[src/hw/rtl/itp_pkg.sv]
// Types, character constants and operator tables of the infix to postfix converter.
`default_nettype none

package itp_pkg;

    typedef struct packed {
        logic [7:0] in_char;
        logic       end_of_expr;
    } in_item_t;

    typedef struct packed {
        logic [7:0] out_char;
        logic       has_char;
        logic       last_of_expr;
        logic       overflow;
    } out_item_t;

    typedef enum logic [2:0] {
        CODE_ADD  = 3'd0,
        CODE_SUB  = 3'd1,
        CODE_MUL  = 3'd2,
        CODE_DIV  = 3'd3,
        CODE_MOD  = 3'd4,
        CODE_POW  = 3'd5,
        CODE_LPAR = 3'd6
    } op_code_t;

    // smaller level binds tighter; '(' never pops
    typedef logic [2:0] prec_t;

    typedef struct packed {
        logic     push;
        logic     pop;
        op_code_t code;
    } stk_cmd_t;

    typedef struct packed {
        logic     empty;
        logic     full;
        op_code_t top;
    } stk_stat_t;

    localparam logic [7:0] CHR_PLUS  = 8'h2B;
    localparam logic [7:0] CHR_MINUS = 8'h2D;
    localparam logic [7:0] CHR_STAR  = 8'h2A;
    localparam logic [7:0] CHR_SLASH = 8'h2F;
    localparam logic [7:0] CHR_PCT   = 8'h25;
    localparam logic [7:0] CHR_CARET = 8'h5E;
    localparam logic [7:0] CHR_LPAR  = 8'h28;
    localparam logic [7:0] CHR_RPAR  = 8'h29;
    localparam logic [7:0] CHR_SPACE = 8'h20;
    localparam logic [7:0] CHR_TAB   = 8'h09;
    localparam logic [7:0] CHR_CR    = 8'h0D;
    localparam logic [7:0] CHR_NUL   = 8'h00;

    localparam prec_t PREC_POW  = 3'd1;
    localparam prec_t PREC_MUL  = 3'd2;
    localparam prec_t PREC_ADD  = 3'd3;
    localparam prec_t PREC_LPAR = 3'd4;

    function automatic logic is_space(input logic [7:0] c);
        return (c == CHR_SPACE) || ((c >= CHR_TAB) && (c <= CHR_CR));
    endfunction

    function automatic logic is_oper(input logic [7:0] c);
        return (c == CHR_PLUS) || (c == CHR_MINUS) || (c == CHR_STAR) ||
               (c == CHR_SLASH) || (c == CHR_PCT) || (c == CHR_CARET);
    endfunction

    function automatic op_code_t char_code(input logic [7:0] c);
        op_code_t r;
        r = CODE_LPAR;
        priority if (c == CHR_PLUS)  r = CODE_ADD;
        else if (c == CHR_MINUS)     r = CODE_SUB;
        else if (c == CHR_STAR)      r = CODE_MUL;
        else if (c == CHR_SLASH)     r = CODE_DIV;
        else if (c == CHR_PCT)       r = CODE_MOD;
        else if (c == CHR_CARET)     r = CODE_POW;
        else                         r = CODE_LPAR;
        return r;
    endfunction

    function automatic logic [7:0] code_char(input op_code_t code);
        logic [7:0] r;
        r = CHR_NUL;
        unique case (code)
            CODE_ADD:  r = CHR_PLUS;
            CODE_SUB:  r = CHR_MINUS;
            CODE_MUL:  r = CHR_STAR;
            CODE_DIV:  r = CHR_SLASH;
            CODE_MOD:  r = CHR_PCT;
            CODE_POW:  r = CHR_CARET;
            CODE_LPAR: r = CHR_LPAR;
            default:   r = CHR_NUL;
        endcase
        return r;
    endfunction

    function automatic prec_t code_level(input op_code_t code);
        prec_t r;
        r = PREC_LPAR;
        unique case (code)
            CODE_ADD, CODE_SUB:           r = PREC_ADD;
            CODE_MUL, CODE_DIV, CODE_MOD: r = PREC_MUL;
            CODE_POW:                     r = PREC_POW;
            default:                      r = PREC_LPAR;
        endcase
        return r;
    endfunction

endpackage

`default_nettype wire

[src/hw/rtl/itp_stack.sv]
// Operator stack: top entry in a register, the rest in a memory with a registered read.
`default_nettype none

module itp_stack
    import itp_pkg::*;
#(
    parameter int STACK_DEPTH = 16
) (
    input  wire logic      aclk,
    input  wire logic      aresetn,
    input  wire stk_cmd_t  cmd,
    output stk_stat_t      stat
);

    localparam int CW = $clog2(STACK_DEPTH + 1);
    localparam int AW = $clog2(STACK_DEPTH);

    op_code_t        mem [STACK_DEPTH];
    logic [CW-1:0]   count_reg, count_next;
    op_code_t        top_reg, top_next;
    op_code_t        below_reg;
    logic [CW-1:0]   wr_sum, rd_sum;
    logic [AW-1:0]   wr_idx, rd_idx;

    // below_reg always tracks entry count-2 (one under the top)
    always_comb begin
        wr_sum = count_reg - CW'(1);
        wr_idx = wr_sum[AW-1:0];
        priority if (cmd.push) begin
            rd_sum = count_reg - CW'(1);
        end else if (cmd.pop) begin
            rd_sum = count_reg - CW'(3);
        end else begin
            rd_sum = count_reg - CW'(2);
        end
        rd_idx = rd_sum[AW-1:0];
    end

    always_comb begin
        count_next = count_reg;
        top_next   = top_reg;
        priority if (cmd.push) begin
            count_next = count_reg + CW'(1);
            top_next   = cmd.code;
        end else if (cmd.pop) begin
            count_next = count_reg - CW'(1);
            top_next   = below_reg;
        end else begin
            count_next = count_reg;
        end
    end

    always_ff @(posedge aclk) begin
        if (!aresetn) begin
            count_reg <= '0;
        end else begin
            count_reg <= count_next;
        end
    end

    always_ff @(posedge aclk) begin
        top_reg <= top_next;
        if (cmd.push && (count_reg != '0)) begin
            mem[wr_idx] <= top_reg;
        end
        // write-first: the old top lands exactly where the next read points
        below_reg <= cmd.push ? top_reg : mem[rd_idx];
    end

    assign stat.empty = (count_reg == '0);
    assign stat.full  = (count_reg == CW'(STACK_DEPTH));
    assign stat.top   = top_reg;

endmodule

`default_nettype wire

[src/hw/rtl/itp_ctrl.sv]
// Sequencer: classifies characters, runs pop loops on the stack, holds pending and output beats.
`default_nettype none

module itp_ctrl
    import itp_pkg::*;
(
    input  wire logic       aclk,
    input  wire logic       aresetn,
    input  wire logic       s_valid,
    output logic            s_ready,
    input  wire in_item_t   s_data,
    output logic            m_valid,
    input  wire logic       m_ready,
    output out_item_t       m_data,
    output stk_cmd_t        stk_cmd,
    input  wire stk_stat_t  stk_stat
);

    typedef enum logic [6:0] {
        ST_IDLE   = 7'b0000001,
        ST_EMIT   = 7'b0000010,
        ST_OPSCAN = 7'b0000100,
        ST_PUSH   = 7'b0001000,
        ST_CPSCAN = 7'b0010000,
        ST_FLUSH  = 7'b0100000,
        ST_FINAL  = 7'b1000000
    } state_t;

    state_t     state_reg, state_next;
    logic [7:0] char_reg, char_next;
    logic       end_reg, end_next;
    op_code_t   code_reg, code_next;
    logic       ovf_reg, ovf_next;
    logic       pend_valid_reg, pend_valid_next;
    logic [7:0] pend_char_reg, pend_char_next;
    logic       out_valid_reg, out_valid_next;
    out_item_t  out_data_reg, out_data_next;

    logic       out_free;
    logic       emit_ok;
    logic       emit_req;
    logic [7:0] emit_char;
    logic       load_out;
    out_item_t  load_data;
    logic       step_done_idle;

    assign out_free = !out_valid_reg || m_ready;
    // a new result can go to pending once the old one has room at the output
    assign emit_ok  = !pend_valid_reg || out_free;

    always_comb begin
        state_next      = state_reg;
        char_next       = char_reg;
        end_next        = end_reg;
        code_next       = code_reg;
        ovf_next        = ovf_reg;
        s_ready         = 1'b0;
        emit_req        = 1'b0;
        emit_char       = code_char(stk_stat.top);
        load_out        = 1'b0;
        load_data       = '{out_char: char_reg, has_char: 1'b1, last_of_expr: 1'b0,
                            overflow: ovf_reg};
        stk_cmd         = '{push: 1'b0, pop: 1'b0, code: code_reg};
        pend_valid_next = pend_valid_reg;
        pend_char_next  = pend_char_reg;
        step_done_idle  = 1'b0;

        unique case (state_reg)
            ST_IDLE: begin
                s_ready = 1'b1;
                if (s_valid) begin
                    char_next = s_data.in_char;
                    end_next  = s_data.end_of_expr;
                    code_next = char_code(s_data.in_char);
                    priority if (is_space(s_data.in_char)) begin
                        state_next = s_data.end_of_expr ? ST_FLUSH : ST_IDLE;
                    end else if (is_oper(s_data.in_char)) begin
                        state_next = ST_OPSCAN;
                    end else if (s_data.in_char == CHR_LPAR) begin
                        state_next = ST_PUSH;
                    end else if (s_data.in_char == CHR_RPAR) begin
                        state_next = ST_CPSCAN;
                    end else begin
                        state_next = ST_EMIT;
                    end
                end
            end
            ST_EMIT: begin
                if (end_reg) begin
                    emit_req   = 1'b1;
                    emit_char  = char_reg;
                    state_next = ST_FLUSH;
                end else if (out_free) begin
                    // lone operand: straight to the output register
                    load_out   = 1'b1;
                    state_next = ST_IDLE;
                end
            end
            ST_OPSCAN: begin
                if (!stk_stat.empty &&
                    (code_level(stk_stat.top) <= code_level(code_reg))) begin
                    if (emit_ok) begin
                        emit_req    = 1'b1;
                        stk_cmd.pop = 1'b1;
                    end
                end else begin
                    state_next = ST_PUSH;
                end
            end
            ST_PUSH: begin
                if (!stk_stat.full) begin
                    stk_cmd.push = 1'b1;
                end else begin
                    ovf_next = 1'b1;
                end
                step_done_idle = 1'b1;
            end
            ST_CPSCAN: begin
                if (!stk_stat.empty && (stk_stat.top != CODE_LPAR)) begin
                    if (emit_ok) begin
                        emit_req    = 1'b1;
                        stk_cmd.pop = 1'b1;
                    end
                end else begin
                    // drop the matching '(' if there is one
                    stk_cmd.pop    = !stk_stat.empty;
                    step_done_idle = 1'b1;
                end
            end
            ST_FLUSH: begin
                if (!stk_stat.empty) begin
                    if (emit_ok) begin
                        emit_req    = 1'b1;
                        stk_cmd.pop = 1'b1;
                    end
                end else begin
                    state_next = ST_FINAL;
                end
            end
            ST_FINAL: begin
                if (out_free) begin
                    load_out = 1'b1;
                    if (pend_valid_reg) begin
                        load_data = '{out_char: pend_char_reg, has_char: 1'b1,
                                      last_of_expr: end_reg, overflow: ovf_reg};
                    end else begin
                        load_data = '{out_char: CHR_NUL, has_char: 1'b0,
                                      last_of_expr: 1'b1, overflow: ovf_reg};
                    end
                    pend_valid_next = 1'b0;
                    state_next      = ST_IDLE;
                end
            end
            default: begin
                state_next = ST_IDLE;
            end
        endcase

        if (step_done_idle) begin
            priority if (end_reg) begin
                state_next = ST_FLUSH;
            end else if (pend_valid_reg) begin
                state_next = ST_FINAL;
            end else begin
                state_next = ST_IDLE;
            end
        end

        // a new result retires the pending one to the output register
        if (emit_req) begin
            if (pend_valid_reg) begin
                load_out  = 1'b1;
                load_data = '{out_char: pend_char_reg, has_char: 1'b1,
                              last_of_expr: 1'b0, overflow: ovf_reg};
            end
            pend_valid_next = 1'b1;
            pend_char_next  = emit_char;
        end
    end

    always_comb begin
        out_data_next = out_data_reg;
        if (load_out) begin
            out_valid_next = 1'b1;
            out_data_next  = load_data;
        end else if (m_ready) begin
            out_valid_next = 1'b0;
        end else begin
            out_valid_next = out_valid_reg;
        end
    end

    always_ff @(posedge aclk) begin
        if (!aresetn) begin
            state_reg      <= ST_IDLE;
            ovf_reg        <= 1'b0;
            pend_valid_reg <= 1'b0;
            out_valid_reg  <= 1'b0;
        end else begin
            state_reg      <= state_next;
            ovf_reg        <= ovf_next;
            pend_valid_reg <= pend_valid_next;
            out_valid_reg  <= out_valid_next;
        end
    end

    always_ff @(posedge aclk) begin
        char_reg      <= char_next;
        end_reg       <= end_next;
        code_reg      <= code_next;
        pend_char_reg <= pend_char_next;
        out_data_reg  <= out_data_next;
    end

    assign m_valid = out_valid_reg;
    assign m_data  = out_data_reg;

endmodule

`default_nettype wire

[src/hw/rtl/infix_to_postfix_converter.sv]
// Top level of the shunting-yard infix to postfix converter.
//
//  Channel  Dir  Payload                                        Handshake
//  s_       in   in_char, end_of_expr                           s_valid / s_ready
//  m_       out  out_char, has_char, last_of_expr, overflow     m_valid / m_ready
//
// Whitespace is taken in IDLE, an operand goes through EMIT and '(' through PUSH;
// an operator pops in OPSCAN before its PUSH and ')' pops down to its '(' in
// CPSCAN, and both then retire the last popped beat in FINAL. An end marker
// instead flushes the stack in FLUSH, checks that it is empty and sends the last beat.
// A pop per cycle unless m_ stalls; the registered stack read sets the pop rate.
// aresetn is synchronous; the stack memory has no clearing pass after reset.
// A stalled m_ beat holds the sequencer only when another result must retire.
`default_nettype none

module infix_to_postfix_converter
    import itp_pkg::*;
#(
    parameter int STACK_DEPTH = 16
) (
    input  wire logic      aclk,
    input  wire logic      aresetn,
    input  wire logic      s_valid,
    output logic           s_ready,
    input  wire in_item_t  s_data,
    output logic           m_valid,
    input  wire logic      m_ready,
    output out_item_t      m_data
);

    stk_cmd_t  stk_cmd;
    stk_stat_t stk_stat;

    itp_ctrl u_ctrl (
        .aclk     (aclk),
        .aresetn  (aresetn),
        .s_valid  (s_valid),
        .s_ready  (s_ready),
        .s_data   (s_data),
        .m_valid  (m_valid),
        .m_ready  (m_ready),
        .m_data   (m_data),
        .stk_cmd  (stk_cmd),
        .stk_stat (stk_stat)
    );

    itp_stack #(
        .STACK_DEPTH (STACK_DEPTH)
    ) u_stack (
        .aclk    (aclk),
        .aresetn (aresetn),
        .cmd     (stk_cmd),
        .stat    (stk_stat)
    );

endmodule

`default_nettype wire

[config.mk]
export PLATFORM = sky130hd
export DESIGN_NAME = infix_to_postfix_converter
export DESIGN_NICKNAME = d
export VERILOG_FILES = /design/src/hw/rtl/itp_pkg.sv /design/src/hw/rtl/itp_stack.sv /design/src/hw/rtl/itp_ctrl.sv /design/src/hw/rtl/infix_to_postfix_converter.sv
export SDC_FILE = /design/constraint.sdc
export NUM_CORES = 1
export LEC_CHECK = 0
export ABC_AREA = 1
export BUFFER_PORTS_ARGS = -buffer_cell sky130_fd_sc_hd__clkbuf_2
export CELL_PAD_IN_SITES_DETAIL_PLACEMENT = 0
export CELL_PAD_IN_SITES_GLOBAL_PLACEMENT = 2
export CORE_UTILIZATION = 40
export CTS_CLUSTER_DIAMETER = 200
export CTS_CLUSTER_SIZE = 40
export DETAILED_ROUTE_END_ITERATION = 8
export PLACE_DENSITY = 0.88
export SYNTH_ARGS = -nofsm -noshare
export SYNTH_HDL_FRONTEND = slang
export SYNTH_SLANG_ARGS = --single-unit
export TNS_END_PERCENT = 100
[constraint.sdc]
create_clock -name aclk -period 5.6 [get_ports aclk]
set_input_delay 0.56 -clock aclk [delete_from_list [all_inputs] [get_ports aclk]]
set_output_delay 0.56 -clock aclk [all_outputs]
set_load 0.02 [all_outputs]
==> flow_summary.json <==
{
  "status": "complete, no violations",
  "die_y_um": 117,
  "fin_skew_ns": 0.00659,
  "clock_sinks": 100,
  "initial_core_util_pct": 41.5,
  "synth_edf_count": 82,
  "ys_warn_count": 0,
  "drive_gt1_share_pct": 10.6,
  "synth_compound_area_share_pct": 7.40,
  "setup.worst_path.start": "u_stack.top_reg[1]$_DFFE_PP_",
  "area_delta_synth_final_pct": 10.4,
  "worstSkewPairLatency_ns": 0.35,
  "antenna_found_initial": 0,
  "die_w_um": 117,
  "wirelength_um": 12100,
  "ys_seq_elements": 100,
  "setup_viol": 0,
  "worstMarginPinSlew_ns": 0.897,
  "postSynthAreaPerCell_um2": 8.84,
  "drt_iter0_markers": 197,
  "yosysUniqueCellTypes": 43,
  "io_pins": 26,
  "path_cells": "nand2_1 > inv_1 > nor2_1 > ha_1 > nand2_1 > inv_1 > nand2_1 > nand2_1 > nand2_1 > nand3_4 > nand2_1 > nand2_2 > nand2_1",
  "yosysMostFrequentCell": "nand2_1",
  "p_leak_nw": 2.48,
  "drcViolationCount": 0,
  "worst_path_most_repeated_cell": "nand2_1",
  "routed_via_density": 4.90,
  "grt-ovfl-total": 0,
  "synth_xor_area_share_pct": 1.30,
  "cts.hold.buffers_added": 0,
  "crit_type": "flop to flop",
  "largest_reg_flops": 48,
  "cpPeakStageDelay_ns": 0.84,
  "final.min_clock_period_ns": 3.35,
  "regMostFlops": "u_stack.mem",
  "yosys_most_used_dff": "edfxtp_1",
  "fin_util_pct": 45.8,
  "start_kind": "flop",
  "core_mm2": 0.0127,
  "ant_nets": 0,
  "cap_viol_max_count": 0,
  "rows": 41,
  "wl_per_cell_um": 15.1,
  "muxShareOfSynthArea_pct": 0,
  "grt_max_degree": 28,
  "portBuffers": 25,
  "cts_buffer_depth": 2,
  "async_flop_share_pct": 0,
  "hold_viol": 0,
  "syn_inst": 597,
  "pre_cts_slack_ns": 2.21,
  "cp.required_ns": 5.59,
  "yosys.area.top_type_share_pct": 46.7,
  "slew_headroom_pct": 40.0,
  "nets": 645,
  "grt_util_all_layers_pct": 19.7,
  "placedInstanceArea_mm2": 0.00551,
  "power_density_mw_per_mm2": 274,
  "drt_pass1_iterations": 4,
  "hpwl_um": 8980,
  "cp-endpoint": "u_ctrl.m_data[10]$_DFFE_PP_",
  "synthTopCellsByCount": "nand2_1, inv_1, edfxtp_1",
  "synth_nets": 622,
  "rr_startpoint": "u_stack.top_reg[1]$_DFFE_PP_",
  "synth_top_family_by_area": "simple AND/OR/NAND/NOR gates",
  "ys_seq_area_share_pct": 53.5,
  "dieArea_mm2": 0.0137,
  "synth-adder-area-share_pct": 2.85,
  "r2r-end": "u_ctrl.m_data[10]$_DFFE_PP_",
  "reg2reg_slack_ns": 2.25,
  "syn-cell-area_mm2": 0.00528,
  "total_power_mw": 1.60,
  "worstRegToRegCells": 13,
  "cts.repair.resized": 0,
  "peakVddDrop_uv": 130,
  "max_freq_mhz": 299,
  "numCtsBuffers": 9,
  "yosys.area_share.simple_pct": 25.1,
  "cp.arrival_ns": 3.33,
  "vias": 3908,
  "grt_setup_unrepaired": "no",
  "critical_path.max_fanout": 22,
  "cts_tree": "done",
  "htreeDepth": 3,
  "final_cell_area_mm2": 0.00582,
  "synth_top_area_cell": "edfxtp_1",
  "synth_area_leaders": "edfxtp_1, nand2_1, inv_1",
  "fin_crit_sh_pct": 59.7,
  "crit_slowest_cell": "edfxtp_1",
  "cp-end-kind": "flop",
  "gp_congestion": 0.792,
  "finalMaxSlewViolations": 0,
  "post-cts-setup-buffers": 0,
  "grt_pass1_wl_um": 19700,
  "worst_slack_ns": 2.25,
  "clkTransAtPathRegs_ns": 0.07,
  "fin_tns_setup_ns": 0,
  "insertedDiodeCount": 0,
  "hold_class": "input pin to flop",
  "grt_pass1_vias": 3872,
  "clock-root-buffer": "clkbuf_16"
}
## logic make-up (layout without fill, tap and decap cells)
kind of cell	count (synthesis)	after routing
XOR/XNOR	7	7
flip-flops	100	100
adder cells (fa/ha/maj)	12	12
buffers and inverters	123	151
AND/OR/NAND/NOR	289	289
AO/OA/AOI/OAI	66	66
## layer usage
layer	track usage (%)	part of all wire, %
met5	0	0
met1	25.5	48
met4	7.43	1.8
met3	3.86	3.2
met2	32.7	47
## report_power, final
group | internal [mW] | switching (mW) | total (mW)
Sequential | 0.821 | 0.0141 | 0.835
Combinational | 0.0299 | 0.0736 | 0.103
Clock | 0.392 | 0.264 | 0.656
Total | 1.24 | 0.352 | 1.60
## how the worst min path moves through the flow
stage          cells after the start                               from                            to  slack, ns
3_5_place_dp                       2  u_stack.count_reg[4]$_SDFFE_PN0P_   u_ctrl.ovf_reg$_SDFFE_PN0P_       0.50
2_1_floorplan                      0        u_ctrl.ovf_reg$_SDFFE_PN0P_    u_ctrl.m_data[0]$_DFFE_PP_       0.41
3_3_place_gp                       2  u_stack.count_reg[4]$_SDFFE_PN0P_   u_ctrl.ovf_reg$_SDFFE_PN0P_       0.49
5_1_grt                            1                          s_data[8]  u_ctrl.char_reg[7]$_DFFE_PP_       0.42
4_1_cts                            1                          s_data[0]      u_ctrl.end_reg$_DFFE_PP_       0.41
6_report                           1                          s_data[8]  u_ctrl.char_reg[7]$_DFFE_PP_       0.42
## stage by stage
stage	cells	hold WS (ns)
after CTS	797	0.411
after global routing	797	0.417
after global placement	781	0.494
final	797	0.422
after floorplan	597	0.409
after detailed placement	781	0.503
## placed cells by master (no fill, tap or decap), drive strengths merged, types with 7 or more instances in the layout
cell type,instances
nand2,146
o21ai,34
dfxtp,18
nor3,8
clkbuf,37
a21oi,15
nand4,7
edfxtp,82
nand3,68
inv,110
nor2,55
ha,12
## cell type report
cell class,instances,area [µm²]
clock buffers,12,236
clock inverters,4,75.1
fillers,1296,6900
inverters,110,415
multi-input cells,374,1930
flip-flops and latches,100,2820
well taps,172,215
repair buffers,25,125
## critical path: cells and delay by family, from the launching register on
kind | cells | cell delay [ns]
adder cells (fa/ha/maj) | 1 | 0.28
buffers and inverters | 2 | 0.16
flip-flops | 1 | 0.84
AND/OR/NAND/NOR | 10 | 1.69
No activity file was read; power rests on OpenSTA's default activity.
